==> src/rtl/fsg_pkg.sv <==
// Falling sand grid step: shared field widths, codes and the window type.
// No dependencies; imported by every module of the block.
package fsg_pkg;

  localparam int KIND_W     = 2;
  localparam int OFS_W      = 6;
  localparam int RIDX_W     = 6;
  localparam int IN_DATA_W  = 16;
  localparam int ROW_W      = 64;
  localparam int LEFT_W     = 6;
  localparam int RIGHT_W    = 7;
  localparam int TOP_W      = 6;
  localparam int COL_W      = 6;
  localparam int CFG_IDX_W  = 2;
  localparam int CFG_DATA_W = 7;

  localparam logic [KIND_W-1:0] KIND_TICK = 2'd0;
  localparam logic [KIND_W-1:0] KIND_DROP = 2'd1;
  localparam logic [KIND_W-1:0] KIND_READ = 2'd2;

  localparam logic [CFG_IDX_W-1:0] CFG_LEFT  = 2'd0;
  localparam logic [CFG_IDX_W-1:0] CFG_RIGHT = 2'd1;
  localparam logic [CFG_IDX_W-1:0] CFG_TOP   = 2'd2;

  localparam logic [RIGHT_W-1:0] RIGHT_RESET = 7'd64;

  // Column bounds of the active window; right is already clamped to the grid.
  typedef struct packed {
    logic [LEFT_W-1:0]  left;
    logic [RIGHT_W-1:0] right;
  } win_t;

endpackage

==> src/rtl/fsg_drop_mask.sv <==
// Column mask of a dropped sand block, clipped to the window.
// Uses fsg_pkg.
module fsg_drop_mask #(
  parameter int COLS  = 64,
  parameter int BLOCK = 5
) (
  input  fsg_pkg::win_t             win,
  input  logic [fsg_pkg::OFS_W-1:0] offset,
  output logic [COLS-1:0]           mask
);
  import fsg_pkg::*;

  localparam int HALF = BLOCK / 2;

  logic signed [8:0] lo, hi;

  always_comb begin
    lo = $signed({3'b000, win.left}) + $signed({3'b000, offset}) - $signed(9'(HALF));
    hi = lo + $signed(9'(BLOCK));
    for (int c = 0; c < COLS; c++) begin
      mask[c] = ($signed(9'(c)) >= lo) && ($signed(9'(c)) < hi) &&
                (7'(c) >= {1'b0, win.left}) && (7'(c) < win.right);
    end
  end

endmodule

==> config.mk <==
export PLATFORM = sky130hd
export DESIGN_NAME = fsg_drop_mask
export DESIGN_NICKNAME = d
export VERILOG_FILES = /design/src/rtl/fsg_pkg.sv /design/src/rtl/fsg_drop_mask.sv
export SDC_FILE = /design/constraint.sdc
export NUM_CORES = 1
export LEC_CHECK = 0
export BUFFER_PORTS_ARGS = -buffer_cell sky130_fd_sc_hd__buf_2
export CAP_MARGIN = 30
export CELL_PAD_IN_SITES_DETAIL_PLACEMENT = 2
export CELL_PAD_IN_SITES_GLOBAL_PLACEMENT = 2
export CORE_UTILIZATION = 31
export DETAILED_ROUTE_END_ITERATION = 8
export PLACE_DENSITY = 0.94
export SLEW_MARGIN = 10
export SYNTH_ARGS = -nofsm -noshare
export SYNTH_HDL_FRONTEND = slang
export SYNTH_SLANG_ARGS = --single-unit
export TNS_END_PERCENT = 20
==> constraint.sdc <==
create_clock -name vclk -period 7.5
set_input_delay 1.125 -clock vclk [all_inputs]
set_output_delay 1.125 -clock vclk [all_outputs]
set_load 0.02 [all_outputs]
## Word-level counts from Yosys, hierarchy flattened

Cells that the tools add are included.

- Register bits: 0
- Output and inout port bits: 64
- Word-level logic and storage cells: 449

- $add $sub $neg: 3
- $lt $le $gt $ge: 255
- Reduce and logical (&&, ||, !) cells: 191

Operators by type and width:

| cell | count |
|---|---|
| < comparator 7 x 9 -> 1 bit, first input constant | 32 |
| greater-or-equal comparator 7 x 8 -> 1 bit, first input constant | 32 |
| < comparator 6 x 7 -> 1 bit, first input constant | 32 |
| logical AND 1 bit | 191 |
| greater-or-equal comparator 6 bit, first input constant | 31 |
| < comparator 6 x 9 -> 1 bit, first input constant | 16 |
| greater-or-equal comparator 6 x 8 -> 1 bit, first input constant | 16 |
| < comparator 5 x 7 -> 1 bit, first input constant | 16 |
| greater-or-equal comparator 5 x 6 -> 1 bit, first input constant | 16 |
| < comparator 5 x 9 -> 1 bit, first input constant | 8 |
| greater-or-equal comparator 5 x 8 -> 1 bit, first input constant | 8 |
| < comparator 4 x 7 -> 1 bit, first input constant | 8 |
| greater-or-equal comparator 4 x 6 -> 1 bit, first input constant | 8 |
| < comparator 4 x 9 -> 1 bit, first input constant | 4 |
| greater-or-equal comparator 4 x 8 -> 1 bit, first input constant | 4 |
| < comparator 3 x 7 -> 1 bit, first input constant | 4 |
| greater-or-equal comparator 3 x 6 -> 1 bit, first input constant | 4 |
| < comparator 3 x 9 -> 1 bit, first input constant | 2 |
| greater-or-equal comparator 3 x 8 -> 1 bit, first input constant | 2 |
| < comparator 1 x 7 -> 1 bit, first input constant | 2 |
| < comparator 2 x 7 -> 1 bit, first input constant | 2 |
| greater-or-equal comparator 1 x 6 -> 1 bit, first input constant | 2 |
| greater-or-equal comparator 2 x 6 -> 1 bit, first input constant | 2 |
| adder 8 x 4 -> 9 bit, second input constant | 1 |
| 6 further kinds | 6 |

## Logic depth before layout (Yosys ltp)

- Depth after elaboration: 7
- Depth in mapped cells: 15
- Gate-level depth less buffers: 12

## Worst setup path before layout

No wires, ideal clock.

- Kind: input port to output port
- Start: input port win[8] (netlist bit)
- End: output port mask[33]
- Data arrival time: 4974 ps
- Slack: 1401 ps
- Cell stages on the path: 14
- Path buffers: 3
- Cell sequence: clkbuf_1 inv_1 ha_1 inv_1 ha_1 fa_1 xnor2_1 buf_2 a311o_1 nor2_1 xnor2_1 clkbuf_1 o21ai_0 a2111oi_0

- Word-level cells in the longest chain between the ends: 7
- Elaborated cells on any way between the ends: 9
- Classes of those cells: 3 x add/sub; 3 x order compare; 3 x reduce/logical

RTL lines:

| item | line | RTL |
|---|---|---|
| start, declared | fsg_drop_mask.sv:7 | `input fsg_pkg::win_t win,` |
| adder 6 x 6 -> 7 bit | fsg_drop_mask.sv:18 | `lo = $signed({3'b000, win.left}) + $signed({3'b000, offset}) - $signed(9'(HALF));` |
| subtractor 7 x 2 -> 8 bit | fsg_drop_mask.sv:18 |  |
| adder 8 x 4 -> 9 bit | fsg_drop_mask.sv:19 | `hi = lo + $signed(9'(BLOCK));` |
| < comparator 7 x 9 -> 1 bit | fsg_drop_mask.sv:21 | `mask[c] = ($signed(9'(c)) >= lo) && ($signed(9'(c)) < hi) &&` |
| logical AND 1 bit | fsg_drop_mask.sv:21 |  |
| logical AND 1 bit (*) | fsg_drop_mask.sv:21 |  |
| logical AND 1 bit (*) | fsg_drop_mask.sv:22 | `(7'(c) >= {1'b0, win.left}) && (7'(c) < win.right);` |
| end, declared | fsg_drop_mask.sv:9 | `output logic [COLS-1:0] mask` |

Every way passes the cells marked *; elsewhere a longest branch is shown, timed or not.

## Worst setup path after layout

- Start: input port win[12] (netlist bit)
- End: output port mask[39]

Same word-level chain as after synthesis.

==> flow_summary.yaml <==
flow_run:
  drv_cap: 0
drt:
  drt-wirelength-per-cell_um: 31.4
  routed_via_density: 7.10
  final_routed_drc_violation_total: 0
  drt_first_pass_iters: 5
  routed_wirelength_um: 23700
  detailroute.via_count: 5343
  initialDrtViolationCount: 739
  detail-route-antenna-nets: 0
global_routing:
  grt_max_degree: 25
  first_global_vias: 5169
  globalRouteTotalUtil: 0.410
  initial_antenna_violation_count: 0
  globalRouteOverflowTotal: 0
  grt_first_pass_wirelength_um: 34600
setup_path:
  crit_fanout: 24
  setup.worst_path.end_class: "output port"
  critPathKind: "in -> out"
  critical_path_arrival_ns: 5.61
  critical_path.startpoint: "win[12]"
  type_of_origin_of_the_critical_path: "primary input"
  cp_data_required_time_ns: 6.38
pwr:
  power_frac_clock: 0
  power.density_cell_area_nw_per_um2: 231
  totalPowerFinal_mw: 0.874
  p_seq_frac: 0
  internal_power_mw: 0.221
  total_leakage_power_nw: 1.53
  combinationalPowerShare: 1.000
  net-switching-power_mw: 0.652
  swShare: 0.747
  power.ir.vdd_worst_mv: 0.0842
sta:
  whs_ns: 2.81
  post-route-min-period_ns: 6.74
  tightest_slew_ns: 0.987
  maxSlewHeadroom: 0.342
  setup_viol_count_final: 0
  final_min_period_over_clock_period: 0.898
  highest_clock_frequency_the_design_can_meet_ghz: 0.148
  hold_violations: 0
  timing_max_transition_violations_final: 0
  final.setup.worst_slack_ns: 0.762
  rsz0062_at_grt: "false"
  fin_setup_tns_ns: 0
cells_and_area:
  num-nets-final: 653
  layout-drive-gt1-share: 0.199
  antennaDiodeCount: 0
  final.fill_count: 1416
  register_area_um2: 0
  layout.cells.non_filler: 753
  n_clock_buffer: 0
  area_growth_syn_to_layout_pct: 11.8
  numSequentialCells: 0
clock_tree:
  cts.repair_timing.setup_buffer_count: 0
  hold_fix_buffers_at_cts: 0
  cts.repair.resized: 0
yosys:
  synth.lib_cells_used.distinct: 74
  synth_top_area_frac: 0.0930
  synth_area_leaders: "sky130_fd_sc_hd__a21oi_1, sky130_fd_sc_hd__o21ai_0, sky130_fd_sc_hd__nor2_1"
  synth.yosys.seq_area_share: 0
  post_synthesis_net_count: 601
  ys_warn_count: 0
  cell_type_with_the_largest_total_area_after_synthesis: "sky130_fd_sc_hd__a21oi_1"
  syn_avg_cell_area_um2: 5.98
  postSynthCellCount: 567
  synth.cell_area_um2: 3390
floorplan:
  floorplan.rows: 37
  initial_core_util: 0.324
  vertical_die_dimension_um: 107
  horizontal_die_dimension_um: 107
  ioPinCount: 83
  core_um2: 10500
  die_area_um2: 11400
run_status:
  run_status: "complete, no violations"
placed_design:
  dp_cells: 752
  post-place-ws_ns: 0.834
  io_buffer_count: 83
  gp_routability_congestion: 1.00
  hpwl_um: 19200
worst_hold_path:
  holdCritPathClass: "in -> out"
  min_from: "win[6]"
==> layer usage <==
layer / up-vias / share of wire / GRT usage
met5: - / 0 / 0
met4: 0 / 0.028 / 0.0890
met3: 56 / 0.11 / 0.0527
met2: 393 / 0.44 / 0.647
met1: 2629 / 0.42 / 0.588
li1: 2265 / - / -
==> worst max-delay path, stage by stage <==
cell and delay, ns:
sky130_fd_sc_hd__buf_2 0.35, sky130_fd_sc_hd__inv_1 0.24, sky130_fd_sc_hd__ha_1 0.34, sky130_fd_sc_hd__inv_1 0.05, sky130_fd_sc_hd__ha_1 0.47, sky130_fd_sc_hd__o21ai_0 0.24
sky130_fd_sc_hd__nor2_1 0.52, sky130_fd_sc_hd__nor2_2 0.33, sky130_fd_sc_hd__o31ai_4 0.93, sky130_fd_sc_hd__a21oi_1 0.20, sky130_fd_sc_hd__a2111oi_0 0.55, sky130_fd_sc_hd__buf_2 0.26
==> per-stage QoR <==
stage	area [um^2]	util
4_1_cts	3780	0.361
3_3_place_gp	3780	0.361
2_1_floorplan	3390	-
3_5_place_dp	3780	0.361
6_report	3790	0.362
5_1_grt	3790	0.362
==> final timing paths <==
kind                        to  slack [ns]  cells after the start
worst max-delay path  mask[39]        0.76                     12
worst min-delay path  mask[63]        2.81                      3
==> area by class of cell <==
class,instances,area [um^2],share of cell area
multi-input combinational,502,3060,0.807
inverter,25,93.8,0.0248
timing repair buffer,90,468,0.124
tap,136,170,0.0449
==> cells in the mapped netlist (4+ instances only) <==
cell                         n
sky130_fd_sc_hd__buf_6       5
sky130_fd_sc_hd__inv_1      25
sky130_fd_sc_hd__nand3_1    17
sky130_fd_sc_hd__buf_2       6
sky130_fd_sc_hd__xnor2_1     7
sky130_fd_sc_hd__and3_1      4
sky130_fd_sc_hd__o21ai_0    60
sky130_fd_sc_hd__o22ai_1    18
sky130_fd_sc_hd__nand2b_1    7
sky130_fd_sc_hd__o21ai_1     6
sky130_fd_sc_hd__a211o_1     4
sky130_fd_sc_hd__a2111oi_2   5
sky130_fd_sc_hd__nor2_2      5
sky130_fd_sc_hd__a21oi_1    63
sky130_fd_sc_hd__ha_1       14
sky130_fd_sc_hd__nor2_1     75
sky130_fd_sc_hd__or2_2       4
sky130_fd_sc_hd__clkbuf_1   22
sky130_fd_sc_hd__o221ai_1   12
sky130_fd_sc_hd__nand2_1    54
sky130_fd_sc_hd__a2111oi_0   8
sky130_fd_sc_hd__o211ai_1    5
sky130_fd_sc_hd__nor4_1     21
sky130_fd_sc_hd__or3_1       4
sky130_fd_sc_hd__nor3_1     25
sky130_fd_sc_hd__a31oi_1     6
sky130_fd_sc_hd__a211oi_1   11
==> power by group through the flow <==
stage,combinational [mW],clock [mW],sequential (mW)
detailed placement,0.828,0,0
global route,0.903,0,0
floorplan,0.541,0,0
finish,0.874,0,0
CTS,0.832,0,0
global placement,0.814,0,0
==> cell families (layout without fill, tap and decap cells) <==
| kind of cell | after synthesis | after routing | synth area share |
|---|---|---|---|
| compound gates | 238 | 238 | 0.472 |
| xor+xnor | 10 | 10 | 0.0299 |
| fa+ha+maj | 15 | 15 | 0.0576 |
| buf+inv | 65 | 115 | 0.0982 |
| simple gates | 239 | 239 | 0.342 |
==> layout by cell type (no fill, tap or decap), types with 5 or more instances in the layout <==
| cell type | netlist | layout |
|---|---|---|
| sky130_fd_sc_hd__a2111oi_0 | 8 | 8 |
| sky130_fd_sc_hd__a2111oi_2 | 5 | 5 |
| sky130_fd_sc_hd__a211oi_1 | 11 | 11 |
| sky130_fd_sc_hd__a21oi_1 | 63 | 63 |
| sky130_fd_sc_hd__a31oi_1 | 6 | 6 |
| sky130_fd_sc_hd__buf_2 | 6 | 83 |
| sky130_fd_sc_hd__buf_4 | 1 | 6 |
| sky130_fd_sc_hd__ha_1 | 14 | 14 |
| sky130_fd_sc_hd__inv_1 | 25 | 25 |
| sky130_fd_sc_hd__nand2_1 | 54 | 54 |
| sky130_fd_sc_hd__nand2b_1 | 7 | 7 |
| sky130_fd_sc_hd__nand3_1 | 17 | 17 |
| sky130_fd_sc_hd__nor2_1 | 75 | 75 |
| sky130_fd_sc_hd__nor2_2 | 5 | 5 |
| sky130_fd_sc_hd__nor3_1 | 25 | 25 |
| sky130_fd_sc_hd__nor4_1 | 21 | 21 |
| sky130_fd_sc_hd__o211ai_1 | 5 | 5 |
| sky130_fd_sc_hd__o21ai_0 | 60 | 60 |
| sky130_fd_sc_hd__o21ai_1 | 6 | 6 |
| sky130_fd_sc_hd__o221ai_1 | 12 | 12 |
| sky130_fd_sc_hd__o22ai_1 | 18 | 18 |
| sky130_fd_sc_hd__xnor2_1 | 7 | 7 |
(Power assumes the default switching activity.)
